--- src/design/lmrsd_pkg.sv ---
package lmrsd_pkg;

   localparam int SHIFT_BITS = 16;
   localparam int COUNT_W    = 4;

   typedef enum logic [1:0] {
      OP_TICK  = 2'd0,
      OP_SET   = 2'd1,
      OP_CLEAR = 2'd2
   } opcode_type;

   typedef enum logic {
      ST_IDLE  = 1'b0,
      ST_SHIFT = 1'b1
   } state_type;

endpackage

--- src/design/led_matrix_row_scan_driver_core.sv ---
// LED matrix row-scan driver for a SIZE x SIZE matrix behind two 16-bit shift chains.
// The request channel carries one command per transaction: a scan tick, a
// pixel set or a clear of the whole pixel store. A set writes one pixel with
// its coordinates mirrored and swapped; a set outside the matrix is dropped.
// Set and clear produce no response.
// A scan tick produces sixteen response transactions, bit 15 first, each
// carrying one bit for the row chain (active low) and one for the column
// chain; the last carries the latch flag. Accepting the tick loads the two
// 16-bit shift registers; the first bit is offered in the cycle after the
// tick is accepted and each further bit in the cycle after the previous
// one is taken. The next request is accepted in the cycle after the latch
// bit is taken. While the receiver stalls, the shift registers hold and
// requests are not accepted. Reset clears the pixel store, sets the scan
// row to zero and leaves the block idle with no response pending.
module led_matrix_row_scan_driver_core #(
   parameter int SIZE = 10
) (
   input  logic       clock,
   input  logic       reset,
   input  logic       req_valid,
   output logic       req_ready,
   input  logic [1:0] req_opcode,
   input  logic [3:0] req_pixel_row,
   input  logic [3:0] req_pixel_col,
   input  logic       req_pixel_on,
   output logic       rsp_valid,
   input  logic       rsp_ready,
   output logic       rsp_row_select_bit,
   output logic       rsp_column_bit,
   output logic       rsp_latch
);

   localparam int ROW_W = (SIZE > 1) ? $clog2(SIZE) : 1;
   localparam int SB    = lmrsd_pkg::SHIFT_BITS;

   lmrsd_pkg::state_type state_ff, state_in;

   logic [SIZE-1:0]                  store_ff [SIZE];
   logic [SIZE-1:0]                  store_in [SIZE];
   logic [ROW_W-1:0]                 active_row_ff, active_row_in;
   logic [SB-1:0]                    row_shift_ff, row_shift_in;
   logic [SB-1:0]                    col_shift_ff, col_shift_in;
   logic [lmrsd_pkg::COUNT_W-1:0]    count_ff, count_in;

   logic             req_fire, rsp_fire;
   logic             is_tick, is_set, is_clear;
   logic             in_range;
   logic [ROW_W-1:0] set_row, set_col;
   logic [SB-1:0]    row_word, col_word;
   logic             last_bit;

   assign req_fire = req_valid && req_ready;
   assign rsp_fire = rsp_valid && rsp_ready;
   assign last_bit = (count_ff == lmrsd_pkg::COUNT_W'(SB - 1));

   always_comb begin
      is_tick  = 1'b0;
      is_set   = 1'b0;
      is_clear = 1'b0;
      case (lmrsd_pkg::opcode_type'(req_opcode))
         lmrsd_pkg::OP_TICK:  is_tick  = 1'b1;
         lmrsd_pkg::OP_SET:   is_set   = 1'b1;
         lmrsd_pkg::OP_CLEAR: is_clear = 1'b1;
         default: begin
         end
      endcase
   end

   assign in_range = (5'(req_pixel_row) < 5'(SIZE)) && (5'(req_pixel_col) < 5'(SIZE));
   assign set_row  = ROW_W'(5'(SIZE - 1) - 5'(req_pixel_col));
   assign set_col  = ROW_W'(5'(SIZE - 1) - 5'(req_pixel_row));

   always_comb begin
      for (int r = 0; r < SIZE; r++) begin
         store_in[r] = store_ff[r];
         if (req_fire && is_clear) begin
            store_in[r] = '0;
         end else if (req_fire && is_set && in_range && (set_row == ROW_W'(r))) begin
            store_in[r][set_col] = req_pixel_on;
         end
      end
   end

   always_comb begin
      for (int i = 0; i < SB; i++) begin
         if (i < SIZE) begin
            row_word[i] = (active_row_ff != ROW_W'(i));
            col_word[i] = store_ff[active_row_ff][ROW_W'(i)];
         end else begin
            row_word[i] = 1'b0;
            col_word[i] = 1'b0;
         end
      end
   end

   always_comb begin
      state_in = state_ff;
      case (state_ff)
         lmrsd_pkg::ST_IDLE: begin
            if (req_fire && is_tick) begin
               state_in = lmrsd_pkg::ST_SHIFT;
            end
         end
         lmrsd_pkg::ST_SHIFT: begin
            if (rsp_fire && last_bit) begin
               state_in = lmrsd_pkg::ST_IDLE;
            end
         end
         default: state_in = lmrsd_pkg::ST_IDLE;
      endcase
   end

   always_comb begin
      req_ready = 1'b0;
      rsp_valid = 1'b0;
      case (state_ff)
         lmrsd_pkg::ST_IDLE:  req_ready = 1'b1;
         lmrsd_pkg::ST_SHIFT: rsp_valid = 1'b1;
         default: begin
         end
      endcase
   end

   always_comb begin
      row_shift_in  = row_shift_ff;
      col_shift_in  = col_shift_ff;
      count_in      = count_ff;
      active_row_in = active_row_ff;
      if (req_fire && is_tick) begin
         row_shift_in = row_word;
         col_shift_in = col_word;
         count_in     = '0;
         if (active_row_ff == ROW_W'(SIZE - 1)) begin
            active_row_in = '0;
         end else begin
            active_row_in = active_row_ff + ROW_W'(1);
         end
      end else if (rsp_fire) begin
         row_shift_in = {row_shift_ff[SB-2:0], 1'b0};
         col_shift_in = {col_shift_ff[SB-2:0], 1'b0};
         count_in     = count_ff + lmrsd_pkg::COUNT_W'(1);
      end
   end

   assign rsp_row_select_bit = row_shift_ff[SB-1];
   assign rsp_column_bit     = col_shift_ff[SB-1];
   assign rsp_latch          = last_bit;

   always_ff @(posedge clock) begin
      if (reset) begin
         state_ff      <= lmrsd_pkg::ST_IDLE;
         active_row_ff <= '0;
         count_ff      <= '0;
         for (int r = 0; r < SIZE; r++) begin
            store_ff[r] <= '0;
         end
      end else begin
         state_ff      <= state_in;
         active_row_ff <= active_row_in;
         count_ff      <= count_in;
         for (int r = 0; r < SIZE; r++) begin
            store_ff[r] <= store_in[r];
         end
      end
   end

   always_ff @(posedge clock) begin
      row_shift_ff <= row_shift_in;
      col_shift_ff <= col_shift_in;
   end

   a_no_overlap: assert property (@(posedge clock) disable iff (reset)
      rsp_valid |-> !req_ready)
      else $error("request accepted while a scan is being shifted out");

   a_tick_starts: assert property (@(posedge clock) disable iff (reset)
      (req_fire && is_tick) |=> (rsp_valid && (count_ff == '0)))
      else $error("scan tick did not start the shift sequence");

   a_latch_ends: assert property (@(posedge clock) disable iff (reset)
      (rsp_fire && rsp_latch) |=> !rsp_valid)
      else $error("response continued after the latch bit");

   a_row_range: assert property (@(posedge clock) disable iff (reset)
      5'(active_row_ff) < 5'(SIZE))
      else $error("scan row left the matrix");

endmodule
--- config.mk ---
export PLATFORM = sky130hd
export DESIGN_NAME = led_matrix_row_scan_driver_core
export DESIGN_NICKNAME = d
export VERILOG_FILES = /design/src/design/lmrsd_pkg.sv /design/src/design/led_matrix_row_scan_driver_core.sv
export SDC_FILE = /design/constraint.sdc
export NUM_CORES = 1
export LEC_CHECK = 0
export BUFFER_PORTS_ARGS = -buffer_cell sky130_fd_sc_hd__buf_2
export CAP_MARGIN = 10
export CORE_UTILIZATION = 55
export DETAILED_ROUTE_END_ITERATION = 16
export PLACE_DENSITY = 0.68
export SLEW_MARGIN = 25
export SYNTH_ARGS = -nofsm -noshare
export SYNTH_HDL_FRONTEND = slang
export SYNTH_SLANG_ARGS = --single-unit
--- constraint.sdc ---
create_clock -name clock -period 3 [get_ports clock]
set_input_delay 0.3 -clock clock [delete_from_list [all_inputs] [get_ports clock]]
set_output_delay 0.3 -clock clock [all_outputs]
set_load 0.005 [all_outputs]
# --- Word level (Yosys, flattened, before mapping) ---
# Memory sizes are Yosys's and may differ from the RTL's. A register that Yosys moved wholly into a read port is not among the register bits.
# Cells that the tools add are included.
word_totals:
  regBits: 41
  ram_bits: 100
  input_bits: 15
  out_inout_bits: 5
  mem_count: 1
op_classes:
  add_sub_neg: 4
  n_lt_le_gt_ge: 4
  eq_ne: 22
  mux: 60
  bitwise_logic: 11
  reduce_logical: 24
mem_list:
  columns: ["memory", "words", "word_bits", "rd", "rd_clocked_by_memory_dff", "write_ports", "line_no", "text"]
  rows:
  - ["store_ff", 10, 10, 11, 1, 10, "led_matrix_row_scan_driver_core.sv:38", "logic [SIZE-1:0] store_ff [SIZE];"]
op_table:
  columns: ["operator", "n"]
  rows:
  - ["$mux 10", 34]
  - ["$bwmux 10", 10]
  - ["$logic_and 1x1->1", 19]
  - ["$eq 4x3->1 const B", 4]
  - ["$eq 4x4->1 const B", 4]
  - ["$ne 4x3->1 const B", 4]
  - ["$mux 4", 3]
  - ["$mux 1", 11]
  - ["$or 1x1->1", 10]
  - ["$add 4x1->4 const B", 2]
  - ["$eq 4x2->1 const B", 2]
  - ["$lt 4x4->1 const B", 2]
  - ["$ne 4x2->1 const B", 2]
  - ["$ne 4x4->1 const B", 2]
  - ["$sub 4x4->4 const A", 2]
  - ["$lt 4x5->1 const B", 1]
  - ["$demux 1 s4", 1]
  - ["$eq 4x1->1 const B", 1]
  - ["$ge 4x1->1 const B", 1]
  - ["$logic_not 4->1", 1]
  - ["$ne 4x1->1 const B", 1]
  - ["$reduce_bool 4->1", 1]
  - ["$eq 2x1->1 const B", 1]
  - ["$eq 2x2->1 const B", 1]
  - ["other kinds (5)", 5]

# --- Depth between registers and ports, before layout ---
depth:
  word_depth: 9
  mapped_depth: 9
  mapped_depth_nobuf: 6

# --- Least setup slack after synthesis ---
# Ideal clock, no wire load.
synth_timing:
  path_type: "reg2reg"
  startpoint: "register state_ff"
  endpoint: "register col_shift_ff[0], enable pin"
  setup_ns: 0.377
  t_arrival_ns: 1.751
  path_slack_ns: 0.872
  path_stages_with_launch: 5
  period_less_slack_ns: 2.128
  path_cell_list: "dfxtp_1 -> or4b_2 -> buf_2 -> buf_2 -> nand2_1"
synth_between:
  elab_chain_cells: 4
  word_cells_on_any_way: 6
  cone_classes: "2 x mux; 4 x reduce/logical"
synth_lines:
  columns: ["item", "line_no", "text"]
  rows:
  - ["start, declared", "led_matrix_row_scan_driver_core.sv:36", "lmrsd_pkg::state_type state_ff, state_in;"]
  - ["start signal, assigned", "led_matrix_row_scan_driver_core.sv:151", "state_ff <= lmrsd_pkg::ST_IDLE;"]
  - ["start signal, assigned", "led_matrix_row_scan_driver_core.sv:158", "state_ff <= state_in;"]
  - ["$mux 1", "led_matrix_row_scan_driver_core.sv:116", "case (state_ff)"]
  - ["$logic_and 1x1->1", "led_matrix_row_scan_driver_core.sv:52", "assign req_fire = req_valid && req_ready;"]
  - ["$logic_and 1x1->1", "led_matrix_row_scan_driver_core.sv:129", "if (req_fire && is_tick) begin"]
  - ["$reduce_bool 2->1 (no source line) *", null, null]
  - ["end signal, assigned", "led_matrix_row_scan_driver_core.sv:169", "col_shift_ff <= col_shift_in;"]
  - ["end, declared", "led_matrix_row_scan_driver_core.sv:42", "logic [SB-1:0] col_shift_ff, col_shift_in;"]
# Mark *: on every way between the ends. The rest lies on a longest branch, timed or not.
# A chain may end at the register's enable or synchronous reset.

==> impl_metrics.tcl <==
set metrics [dict create \
    status "finished, final reports clean" \
    first_global_vias 4316 \
    cp_data_required_time_ns 3.29 \
    firstDrtPassIters 5 \
    cts_made_buffers 17 \
    n_antenna_cell 0 \
    syn_nets 644 \
    worstSetupPathType "reg2reg" \
    cts_hold_buffers 0 \
    io_pins 20 \
    post_cts_resize_count 0 \
    slew_viol_final 0 \
    r2r_end "col_shift_ff[3]" \
    yosys_most_used_dff "dfxtp_1" \
    fp-row-count 37 \
    cts_tree "yes" \
    syn_inst 626 \
    grt_antenna_before_repair 0 \
    synth.distinct_cells 48 \
    dieHeight_um 107 \
    pre_cts_slack_ns 0.646 \
    insertion_delay_ns 0.53 \
    period_needed_ns 2.19 \
    worst-path-max-fanout 24 \
    areaGrowthSynthToFinish_pct 11.1 \
    gp_congestion 0.786 \
    fin_skew_ns 0.00713 \
    synthArstFlopShare 0 \
    clockBufferDepth 2 \
    fin_tns_setup_ns 0 \
    worstHoldPathCells 2 \
    path_clk_slew_ns 0.06 \
    hold_path.startpoint "reset" \
    worstPathCellList "buf_4 > mux4_1 > mux2_2 > o21ai_0 > nand2_1" \
    finalCritPeriodShare 0.729 \
    cts_max_level 4 \
    hold_violations 0 \
    max_clock_freq_mhz 457 \
    synth_compound_area_frac 0.0422 \
    arrival_ns 2.47 \
    nets 651 \
    avgSynthCellArea_um2 9.67 \
    die_width_um 107 \
    synth_seq_area_share 0.446 \
    hpwl_um 8120 \
    viasPerCell 5.70 \
    peakVddDrop_mv 0.375 \
    yosys.area_share.simple 0.218 \
    root_buffer "clkbuf_8" \
    critical_path.max_stage_delay_ns 0.61 \
    rsz0062_at_grt "false" \
    finalSetupViolCount 0 \
    whs_ns 0.109 \
    port_buffers 19 \
    leakagePower_nw 2.90 \
    power.density_nw_per_um2 549 \
    drv_cap 0 \
    worstSetupEndpointType "register" \
    grt_max_degree 81 \
    cp_slowest_cell "mux4_1" \
    wl_per_cell_um 16.4 \
    synth_mux_area_frac 0.227 \
    synth_seq_cells 125 \
    drive_gt1_frac 0.156 \
    clock_sinks 125 \
    syn_area_um2 6050 \
    core_area_um2 10500 \
    overflow 0 \
    first_iter_violations 354 \
    reg2reg_setup_slack_ns 0.81 \
    start_util 0.576 \
    hold_class "in2reg" \
    slew_headroom 0.463 \
    synth_xor_area_frac 0.0114 \
    drc_errors 0 \
    worst_pin_slew_ns 0.805 \
    synth_edf_count 20 \
    setup_ws_ns 0.812 \
    cp-start-kind "register" \
    synth_top_family_by_area "multiplexers" \
    reg2reg_depth 5 \
    dieArea_um2 11400 \
    synthAdderAreaFrac 0.00620 \
    dr_total_vias 4455 \
    grt_use_total 0.246 \
    yosysWarnings 0 \
    grt_pass1_wl_um 21300 \
    ant_nets 0 \
    min_to "state_ff" \
    post_cts_buffers 0 \
    routed_wl_um 12800 \
]
final cells by class:
class	count	area, um2
Clock buffer	18	418
Inverter	6	22.5
Sequential cell	125	2700
Timing Repair Buffer	37	243
Fill cell	850	3780
Tap cell	136	170
Multi-Input combinational cell	446	3090
Clock inverter	14	78.8
synthesized netlist by cell type, types with 2 or more instances:
| master | count | area share |
|---|---|---|
| mux2i_1 | 90 | 0.15 |
| nor2b_1 | 6 | 0.0062 |
| a211oi_1 | 2 | 0.0025 |
| nor4_2 | 6 | 0.012 |
| o21ai_0 | 6 | 0.0050 |
| nor4b_4 | 2 | 0.0079 |
| nor2_1 | 23 | 0.014 |
| buf_1 | 4 | 0.0025 |
| inv_1 | 5 | 0.0031 |
| a31oi_1 | 8 | 0.0083 |
| mux2_2 | 7 | 0.013 |
| mux4_1 | 9 | 0.039 |
| or3b_1 | 2 | 0.0029 |
| xnor2_1 | 2 | 0.0029 |
| mux4_2 | 7 | 0.026 |
| buf_2 | 7 | 0.0058 |
| nand4_1 | 2 | 0.0021 |
| nand2_1 | 189 | 0.12 |
| xor2_1 | 4 | 0.0058 |
| buf_6 | 8 | 0.015 |
| nand3_1 | 18 | 0.015 |
| edfxtp_1 | 20 | 0.099 |
| nor3_1 | 4 | 0.0033 |
| nand3b_1 | 3 | 0.0037 |
| dfxtp_1 | 105 | 0.35 |
| and2_1 | 4 | 0.0041 |
| ha_1 | 3 | 0.0062 |
| nor4_1 | 10 | 0.010 |
| a21oi_1 | 22 | 0.018 |
| o21ai_1 | 2 | 0.0017 |
| buf_4 | 6 | 0.0074 |
| clkbuf_1 | 24 | 0.015 |
how the worst max path moves through the flow:
stage | start | endpoint | slack, ns | cells after the start
after floorplan | state_ff | col_shift_ff[0] | 0.87 | 4
after global placement | req_pixel_col[1] | store_ff[9][2] | 0.73 | 7
after detailed placement | req_pixel_col[1] | store_ff[8][1] | 0.65 | 7
after CTS | register | col_shift_ff[3] | 0.80 | 5
after global routing | register | col_shift_ff[3] | 0.68 | 5
final | register | col_shift_ff[3] | 0.81 | 5
power breakdown:
| part | total [mW] | internal, mW | switching (mW) |
|---|---|---|---|
| sequential | 1.74 | 1.73 | 0.0115 |
| clock | 1.73 | 0.996 | 0.730 |
| combinational | 0.229 | 0.0696 | 0.159 |
| total | 3.69 | 2.79 | 0.901 |
flip-flops by register name, summed over array words and instances, names as in the netlist, named ones only:
| signal | cells |
|---|---|
| col_shift_ff | 16 |
| row_shift_ff | 16 |
| active_row_ff | 4 |
| store_ff | 80 |
| state_ff | 1 |
| count_ff | 4 |
cells in the final DEF (no fill, tap or decap), types with 2 or more instances in the layout:
cell type | synthesis | layout
a211oi_1 | 2 | 2
a21oi_1 | 22 | 22
a31oi_1 | 8 | 8
and2_1 | 4 | 4
buf_2 | 7 | 19
buf_4 | 6 | 17
clkbuf_16 | 0 | 16
clkinv_2 | 0 | 10
dfxtp_1 | 105 | 105
edfxtp_1 | 20 | 20
ha_1 | 3 | 3
inv_1 | 5 | 5
inv_4 | 0 | 2
mux2_2 | 7 | 7
mux2i_1 | 90 | 90
mux4_1 | 9 | 9
mux4_2 | 7 | 7
nand2_1 | 189 | 188
nand3_1 | 18 | 18
nand3b_1 | 3 | 3
nand4_1 | 2 | 2
nor2_1 | 23 | 23
nor2b_1 | 6 | 6
nor3_1 | 4 | 4
nor4_1 | 10 | 10
nor4_2 | 6 | 6
nor4b_4 | 2 | 2
o21ai_0 | 6 | 6
o21ai_1 | 2 | 2
or3b_1 | 2 | 2
xnor2_1 | 2 | 2
xor2_1 | 4 | 3
xor2_2 | 1 | 2
metal layers:
metal  vias up  part of all wire  GRT usage
met3        21             0.041     0.0632
met4         0             0.016     0.0949
met1      2159              0.47      0.318
met2        88              0.47      0.394
met5         -                 0          0
li1       2187                 -          -
worst max-delay path, delay by kind of cell, from the launching register on:
kind	cells	cell delay, ns
multiplexers	2	0.93
flip-flops	1	0.31
buffers and inverters	1	0.40
AND/OR/NAND/NOR	1	0.09
AO/OA/AOI/OAI	1	0.21
through the flow:
step           power [mW]  utilization  cell area [um2]  std cells
2_1_floorplan        1.95            -             6050        626
3_3_place_gp         2.00        0.593             6230        750
3_5_place_dp         2.00        0.593             6230        750
4_1_cts              3.73        0.640             6730        782
5_1_grt              3.83        0.640             6730        782
6_report             3.69        0.640             6730        782
cell families (layout without fill, tap and decap cells):
logic type	Yosys count	after routing
compound gates	44	44
xor+xnor	7	7
fa+ha+maj	3	3
buf+inv	55	75
flops	125	125
mux	113	113
simple gates	279	279
Power figures use the tool's default switching activity.
